==> config.mk <==
export PLATFORM = sky130hd
export DESIGN_NAME = brf_ctrl
export DESIGN_NICKNAME = d
export VERILOG_FILES = /design/src/sv/brf_pkg.sv /design/src/sv/brf_ctrl.sv
export SDC_FILE = /design/constraint.sdc
export NUM_CORES = 1
export LEC_CHECK = 0
export BUFFER_PORTS_ARGS = -buffer_cell sky130_fd_sc_hd__buf_2
export CAP_MARGIN = 40
export CORE_MARGIN = 5
export CORE_UTILIZATION = 30
export DETAILED_ROUTE_END_ITERATION = 10
export PLACE_DENSITY = 0.53
export SLEW_MARGIN = 40
export SYNTH_ARGS = -nofsm -noshare
export SYNTH_HDL_FRONTEND = slang
export SYNTH_SLANG_ARGS = --single-unit
==> constraint.sdc <==
create_clock -name clk -period 7.5 [get_ports clk]
set_input_delay 0.75 -clock clk [delete_from_list [all_inputs] [get_ports clk]]
set_output_delay 0.75 -clock clk [all_outputs]
set_load 0.02 [all_outputs]
==> src/sv/brf_pkg.sv <==
// ----------------------------------------------------------------------------
// brf_pkg
// Shared types and constants for the byte ring FIFO with skip.
// ----------------------------------------------------------------------------
package brf_pkg;

  localparam int Depth  = 1024;
  localparam int AddrW  = $clog2(Depth);
  localparam int SizeW  = $clog2(Depth + 1);
  localparam int ByteW  = 8;
  localparam int OvfW   = 16;

  typedef enum logic [1:0] {
    OP_PUSH  = 2'd0,
    OP_POP   = 2'd1,
    OP_SKIP  = 2'd2,
    OP_CLEAR = 2'd3
  } op_t;

  typedef struct packed {
    op_t              operation;
    logic [ByteW-1:0] push_byte;
    logic [SizeW-1:0] skip_count;
  } item_t;

  typedef struct packed {
    logic             we;
    logic [AddrW-1:0] waddr;
    logic [ByteW-1:0] wdata;
    logic             re;
    logic [AddrW-1:0] raddr;
  } ram_req_t;

  typedef struct packed {
    logic             popped;
    logic             empty_flag;
    logic             rejected;
    logic [SizeW-1:0] occupancy;
    logic [OvfW-1:0]  overflow_count;
  } result_t;

endpackage

==> src/sv/brf_ctrl.sv <==
// ----------------------------------------------------------------------------
// brf_ctrl
// Ring pointers, free slot count, size and drop counter; decodes one request
// per cycle, when fire is high, into a storage access and a result.
// ----------------------------------------------------------------------------
module brf_ctrl (
  input  logic                     clk,
  input  logic                     rst,
  input  logic                     cfg_we,
  input  logic [brf_pkg::SizeW-1:0] cfg_data,
  input  logic                     fire,
  input  brf_pkg::item_t           item,
  output brf_pkg::ram_req_t        ram_req,
  output brf_pkg::result_t         result
);
  import brf_pkg::*;

  logic [SizeW-1:0] size;
  logic [AddrW-1:0] read_index;
  logic [AddrW-1:0] write_index;
  logic [SizeW-1:0] free_slots;
  logic [OvfW-1:0]  dropped_count;

  logic [AddrW-1:0] read_index_next;
  logic [AddrW-1:0] write_index_next;
  logic [SizeW-1:0] free_slots_next;
  logic [OvfW-1:0]  dropped_count_next;
  logic [SizeW-1:0] size_next;

  logic [SizeW-1:0] occ;
  logic [SizeW:0]   wi_inc;
  logic [SizeW:0]   ri_inc;
  logic [SizeW:0]   skip_sum;

  assign occ      = size - free_slots;
  assign wi_inc   = (SizeW+1)'(write_index) + (SizeW+1)'(1);
  assign ri_inc   = (SizeW+1)'(read_index) + (SizeW+1)'(1);
  assign skip_sum = (SizeW+1)'(read_index) + (SizeW+1)'(item.skip_count);

  always_comb begin
    if (cfg_data == '0) begin
      size_next = SizeW'(1);
    end else if (cfg_data > SizeW'(Depth)) begin
      size_next = SizeW'(Depth);
    end else begin
      size_next = cfg_data;
    end
  end

  always_comb begin
    read_index_next    = read_index;
    write_index_next   = write_index;
    free_slots_next    = free_slots;
    dropped_count_next = dropped_count;
    ram_req            = '0;
    ram_req.waddr      = write_index;
    ram_req.wdata      = item.push_byte;
    ram_req.raddr      = read_index;
    result             = '0;
    unique case (item.operation)
      OP_PUSH: begin
        if (free_slots != '0) begin
          ram_req.we       = 1'b1;
          free_slots_next  = free_slots - SizeW'(1);
          write_index_next = (wi_inc >= (SizeW+1)'(size)) ? '0 : AddrW'(wi_inc);
        end else begin
          dropped_count_next = dropped_count + OvfW'(1);
          result.rejected    = 1'b1;
        end
      end
      OP_POP: begin
        if (occ == '0) begin
          result.empty_flag = 1'b1;
        end else begin
          ram_req.re      = 1'b1;
          result.popped   = 1'b1;
          free_slots_next = free_slots + SizeW'(1);
          read_index_next = (ri_inc >= (SizeW+1)'(size)) ? '0 : AddrW'(ri_inc);
        end
      end
      OP_SKIP: begin
        if (item.skip_count > occ) begin
          result.rejected = 1'b1;
        end else begin
          free_slots_next = free_slots + item.skip_count;
          read_index_next = (skip_sum >= (SizeW+1)'(size))
                          ? AddrW'(skip_sum - (SizeW+1)'(size))
                          : AddrW'(skip_sum);
        end
      end
      OP_CLEAR: begin
        read_index_next  = '0;
        write_index_next = '0;
        free_slots_next  = size;
      end
      default: begin
      end
    endcase
    result.occupancy      = size - free_slots_next;
    result.overflow_count = dropped_count_next;
    if (!fire) begin
      ram_req.we = 1'b0;
      ram_req.re = 1'b0;
    end
  end

  always_ff @(posedge clk) begin
    if (rst) begin
      size          <= SizeW'(Depth);
      read_index    <= '0;
      write_index   <= '0;
      free_slots    <= SizeW'(Depth);
      dropped_count <= '0;
    end else if (cfg_we) begin
      size        <= size_next;
      read_index  <= '0;
      write_index <= '0;
      free_slots  <= size_next;
    end else if (fire) begin
      read_index    <= read_index_next;
      write_index   <= write_index_next;
      free_slots    <= free_slots_next;
      dropped_count <= dropped_count_next;
    end
  end

  a_free_le_size: assert property (@(posedge clk) disable iff (rst)
    free_slots <= size)
    else $error("free slot count above ring size");

  a_ptrs_in_ring: assert property (@(posedge clk) disable iff (rst)
    (SizeW'(read_index) < size) && (SizeW'(write_index) < size))
    else $error("ring pointer outside ring");

  a_drop_only_full: assert property (@(posedge clk) disable iff (rst)
    fire && !cfg_we && (dropped_count_next != dropped_count)
      |-> (free_slots == '0) && (item.operation == OP_PUSH))
    else $error("drop counted while ring not full");

  a_ptrs_track_occ: assert property (@(posedge clk) disable iff (rst)
    (free_slots != '0) && (free_slots != size)
      |-> ((write_index >= read_index)
           ? (SizeW'(write_index - read_index) == occ)
           : (SizeW'(write_index) + size - SizeW'(read_index) == occ)))
    else $error("pointers disagree with occupancy");

endmodule

# [Word level (Yosys, flattened, before mapping)]
# Index checks and enable logic that the tools add are counted.
# W data, S select, Z words.
[totals] register_bits=58 out_inout_bits=60
[classes] n_addsub=10 n_lt_le_gt_ge=5 n_eq_ne=6 muxes=29 bitwise_logic=1 reduce_logical=11
[ops] operator="$mux W11" count=7
[ops] operator="$mux W10" count=6
[ops] operator="$pmux W11 S4" count=1
[ops] operator="$mux W16" count=2
[ops] operator="$pmux W10 S3" count=1
[ops] operator="$add A10 B1 Y11 const B" count=2
[ops] operator="$ge A11 B11 Y1" count=2
[ops] operator="$logic_not A11 Y1" count=2
[ops] operator="$sub A11 B11 Y11" count=2
[ops] operator="$pmux W10 S2" count=1
[ops] operator="$add A16 B1 Y16 const B" count=1
[ops] operator="$add A10 B11 Y12" count=1
[ops] operator="$ge A12 B11 Y1" count=1
[ops] operator="$add A11 B1 Y11 const B" count=1
[ops] operator="$add A11 B11 Y11" count=1
[ops] operator="$gt A11 B11 Y1" count=1
[ops] operator="$gt A11 B11 Y1 const B" count=1
[ops] operator="$reduce_bool A11 Y1" count=1
[ops] operator="$sub A11 B1 Y11 const B" count=1
[ops] operator="$sub A10 B10 Y10" count=1
[ops] operator="$mux W1" count=9
[ops] operator="$ne A2 B2 Y1 const B" count=3
[ops] operator="$eq A2 B2 Y1 const B" count=2
[ops] operator="$reduce_and A4 Y1" count=1
[ops] operator="other kinds (10)" count=11

# [Logic depth before layout (Yosys ltp)]
[depth] ltp_word=6 depth_mapped=29 depth_no_buf=28

# [Worst setup path after synthesis]
# Ideal clock, no wire load.
[synth_timing] path_kind="register to output" startpoint="reg free_slots[3]" endpoint="out result[26] in the netlist's numbering" arrival_time_ns=6.110 required_time_ns=6.750 setup_slack_ns=0.640 stages_incl_launch_ff=29 cell_sequence="dfxtp_1 -> clkbuf_1 -> inv_1 -> ha_1 -> a21oi_1 -> o21bai_1 -> o211a_1 -> or4_1 -> nand3_1 -> inv_1 -> ha_1 -> nand2_1 -> o21ai_0 -> nand2b_1 -> nor3b_2 -> clkbuf_1 -> o22ai_1 -> o21a_1 -> or2_1 -> fa_1 -> nor2b_1 -> o21ai_0 -> a21boi_0 -> o21ai_0 -> a21oi_1 -> a21o_1 -> a21oi_1 -> xnor2_1 -> xnor2_1"
[synth_lines] element="start: declaration" line_no="brf_ctrl.sv:21" rtl="logic [SizeW-1:0] free_slots;"
[synth_lines] element="start signal: assignment" line_no="brf_ctrl.sv:112" rtl="free_slots <= SizeW'(Depth);"
[synth_lines] element="start signal: assignment" line_no="brf_ctrl.sv:118" rtl="free_slots <= size_next;"
[synth_lines] element="start signal: assignment" line_no="brf_ctrl.sv:122" rtl="free_slots <= free_slots_next;"
[synth_lines] element="end: declaration" line_no="brf_ctrl.sv:14" rtl="output brf_pkg::result_t result"

==> results by group <==
STA
  – Final Hold Violating Endpoints: 0
  – Slew Viols, Final: 0
  – Unrepaired setup endpoints after global routing: false
  – Worst Skew: about 0.011 ns
  – Total negative slack: 0 ns
  – Period utilization: approximately 94%
  – Worst slew margin: between 40% and 50%
  – Fmax: 141 MHz
  – Final min period: about 7.1 ns
  – Final setup vio count: 0
  – Least-Margin Pin Slew: roughly 0.8 ns

CTS
  – Skew-Pair Late Insertion Delay: ~0.34 ns
  – TritonCTS clock tree: done
  – Sink Count: 58
  – CTS Root Cell: clkbuf_16
  – H-tree depth: 3
  – CTS buffer count: 9
  – CTS max path bufs: 2
  – Post-CTS Hold Buffers: 0
  – Worst-path clk slew: about 0.050 ns

Routing
  – DR WL met2: 11300 um
  – Highest metal used: met4
  – Drt first pass iters: 5
  – Met1 wire length: 11400 um
  – DRC viols: 0
  – Antenna Nets Post-Route: 0
  – Routed WL per cell: roughly 19 um
  – Via count: about 7400
  – Final wirelength: about 25000 um
  – Met3 Wirelength: slightly below 2000 um
  – Vias per Instance: 5.48
  – Initial DRC count: 714

Synthesis
  – Multiplexer share of the synthesized area: under 10%
  – Net count after synthesis: approximately 1100
  – Synth Register Bits: 58
  – Ys async rst share: 0%
  – Mapped Cells: 948
  – Compound-gate portion of the synthesized area: approximately 25%
  – Avg Inst Size Synth: ~7.6 sq um
  – Largest family of logic cells by synthesized area: compound AO/OA/AOI/OAI gates
  – Yosys warning count: 0
  – Main flop type after synthesis: dfxtp_1
  – Post-synth EDFFs: 0
  – Post-synthesis sequential area ratio: about 16%
  – Post-Synth XOR/XNOR Area: about 10%
  – Post-Syn Area: roughly 0.007 sq mm
  – Synth Area in Adders: between 15 and 20%
  – Post-synthesis simple-gate area fraction: 24.3%
  – Distinct cells, synth: 82

Global routing
  – First-pass GRT wire length: 39500 um
  – Overall routing resource usage: 18.8%
  – Vias in the first global route: roughly 7000
  – Grt total ovfl: 0
  – Antenna violations before repair: 0
  – Largest net degree at the start of global routing: 30

Floorplan
  – Die area: approximately 0.027 sq mm
  – Core box area: roughly 0.023 sq mm
  – Initial core utilization: between 30% and 40%
  – Die width: roughly 160 um
  – Core Rows: 56
  – I/O pin total: 96
  – Die Ht: roughly 160 um

Critical path
  – CP max stage delay: around 0.51 ns
  – Worst R2R End: free_slots[10]
  – Critical Path Source Type: register
  – Req. time, crit path: between 6 and 7 ns
  – CP max-delay cell: or4_1
  – CP arrival: ~6.3 ns
  – Launch point of the worst reg-to-reg path: free_slots[1]
  – Reg2Reg Depth: 19
  – Critical path type: register to primary output
  – Worst reg2reg setup slack: 3.16 ns
  – WP buf/inv: 4
  – Delay-heaviest family, CP: compound AO/OA/AOI/OAI gates
  – Endpoint type of the worst setup path: primary output
  – Crit-path most repeated cell: ha_1
  – Crit Path Max Fanout: 13

Pwr
  – Power density cells: 171 mW/mm^2
  – Leak Pwr: around 3.6 nW
  – Max IR drop VDD: about 130 uV

Hold path
  – Hold Crit Class: register to register
  – Hold Path Sink: dropped_count[14]
  – Worst hold stages: 2
  – Hold_sp: dropped_count[14]

Place
  – RePlAce Congestion: slightly below 1
  – # placed instances: between 1000 and 1500
  – Port Buffer Count: just under 80
  – Dpl hpwl: approximately 20000 um

Final layout
  – Util after Layout: 35.2%
  – Layout cells sized above 1: 15.0%
  – Final Non-Filler Cells: about 1300
  – P&R area growth vs syn: 15.2%
  – Layout Nets: between 1000 and 1500

Status
  – Status: complete, no violations

Flow run
  – MaxCap Viol Count: 0
[sequential cells by signal, indices dropped and copies added, names as in the netlist]
signal / count
dropped_count: 16
free_slots: 11
size: 11
read_index: 10
write_index: 10
[final cells by class]
cell class | instances | area, sq um
repair buffers | 101 | 561
clock inverters | 2 | 12.5
multi-input cells | 798 | 5670
inverters | 51 | 191
fillers | 2523 | 15200
flip-flops and latches | 58 | 1160
well taps | 319 | 399
clock buffers | 12 | 267
diodes | 1 | 2.50
[Yosys cell counts (7+ instances only)]
library cell,count,area (sq um)
a32o_1,7,70.1
dfxtp_1,58,1160
mux2i_1,12,120
nand3_1,36,180
o211ai_1,12,90.1
or3_1,12,75.1
clkbuf_1,25,93.8
inv_1,51,191
nand2b_1,19,119
ha_1,89,1110
nand2_1,85,319
buf_4,9,67.6
a21oi_1,52,260
o21a_1,9,67.6
o21ai_0,53,265
nor4_1,7,43.8
and3_1,14,87.6
or2_2,7,43.8
nor3_1,28,140
a211oi_1,16,120
nor2_1,87,327
xor2_1,34,298
xnor2_1,44,385
o21bai_1,7,52.6
nand4_1,13,81.3
a31oi_1,7,43.8
nor2b_1,13,81.3
a21o_1,21,158
a22o_1,8,70.1
[cell usage in the layout (no fill, tap or decap), drive strengths merged, types with 8 or more instances in the layout]
cell type  count
buf          101
ha            89
nor2          89
nand2         85
dfxtp         58
o21ai         56
a21oi         52
inv           51
xnor2         44
nand3         36
xor2          36
nor3          30
a21o          21
nand2b        19
a211oi        18
and3          14
nand4         13
nor2b         13
or3           12
mux2i         12
o211ai        12
clkbuf        12
or2           10
o21a           9
a22o           8
[per-layer routing]
layer | GRT usage [%] | up-vias
met2 | 29.6 | 261
met4 | 6.69 | 0
li1 | - | 3629
met5 | 0 | -
met1 | 25.6 | 3412
met3 | 3.84 | 50
[repair_timing]
| action | CTS | global route |
|---|---|---|
| resized for setup | 0 | 15 |
| setup buffers | 0 | 2 |
| setup endpoints to repair | 0 | 5 |
[stage by stage]
step           setup WS (ns)  area, sq um  hold WS, ns  power (mW)
6_report               0.428         8260        0.518        1.41
5_1_grt              0.00244         8260        0.559        1.51
4_1_cts               0.0425         8190        0.522        1.40
3_5_place_dp           0.422         7910        0.513       0.993
3_3_place_gp           0.492         7910        0.505       0.990
2_1_floorplan          0.640         7170        0.483       0.807
[logic make-up (layout without fill, tap and decap cells)]
kind of cell	after synthesis	in the layout
flops	58	58
mux	14	14
buf+inv	92	166
other cells	0	1
simple gates	351	351
compound gates	259	259
fa+ha+maj	94	94
xor+xnor	80	80
[report_power, final]
part	internal, mW	switching (mW)
combinational	0.271	0.407
clock	0.246	0.158
sequential	0.318	0.0138
[worst register-to-register path: stages (launching register included)]
cell and delay, ns:
dfxtp_1 0.34, inv_2 0.08, ha_1 0.29, nor2b_1 0.14, o2111a_1 0.25, o211a_1 0.28, or4_1 0.51, nand3_1 0.18
inv_1 0.07, ha_1 0.29, nand2_1 0.05, o21ai_1 0.19, nand2b_1 0.13, nor3b_2 0.25, buf_4 0.26, nor2_1 0.11
xor2_1 0.15, a221oi_1 0.34, a211o_1 0.18, o311ai_0 0.11
[worst max path at each step]
| stage | end | from | cells after the start |
|---|---|---|---|
| floorplan | result[26] | free_slots[3] | 28 |
| global placement | result[26] | size[1] | 29 |
| detailed placement | result[26] | size[1] | 29 |
| CTS | result[26] | size[1] | 29 |
| global route | result[26] | size[0] | 31 |
| finish | result[25] | free_slots[1] | 28 |
No activity file was read; power rests on OpenSTA's default activity.
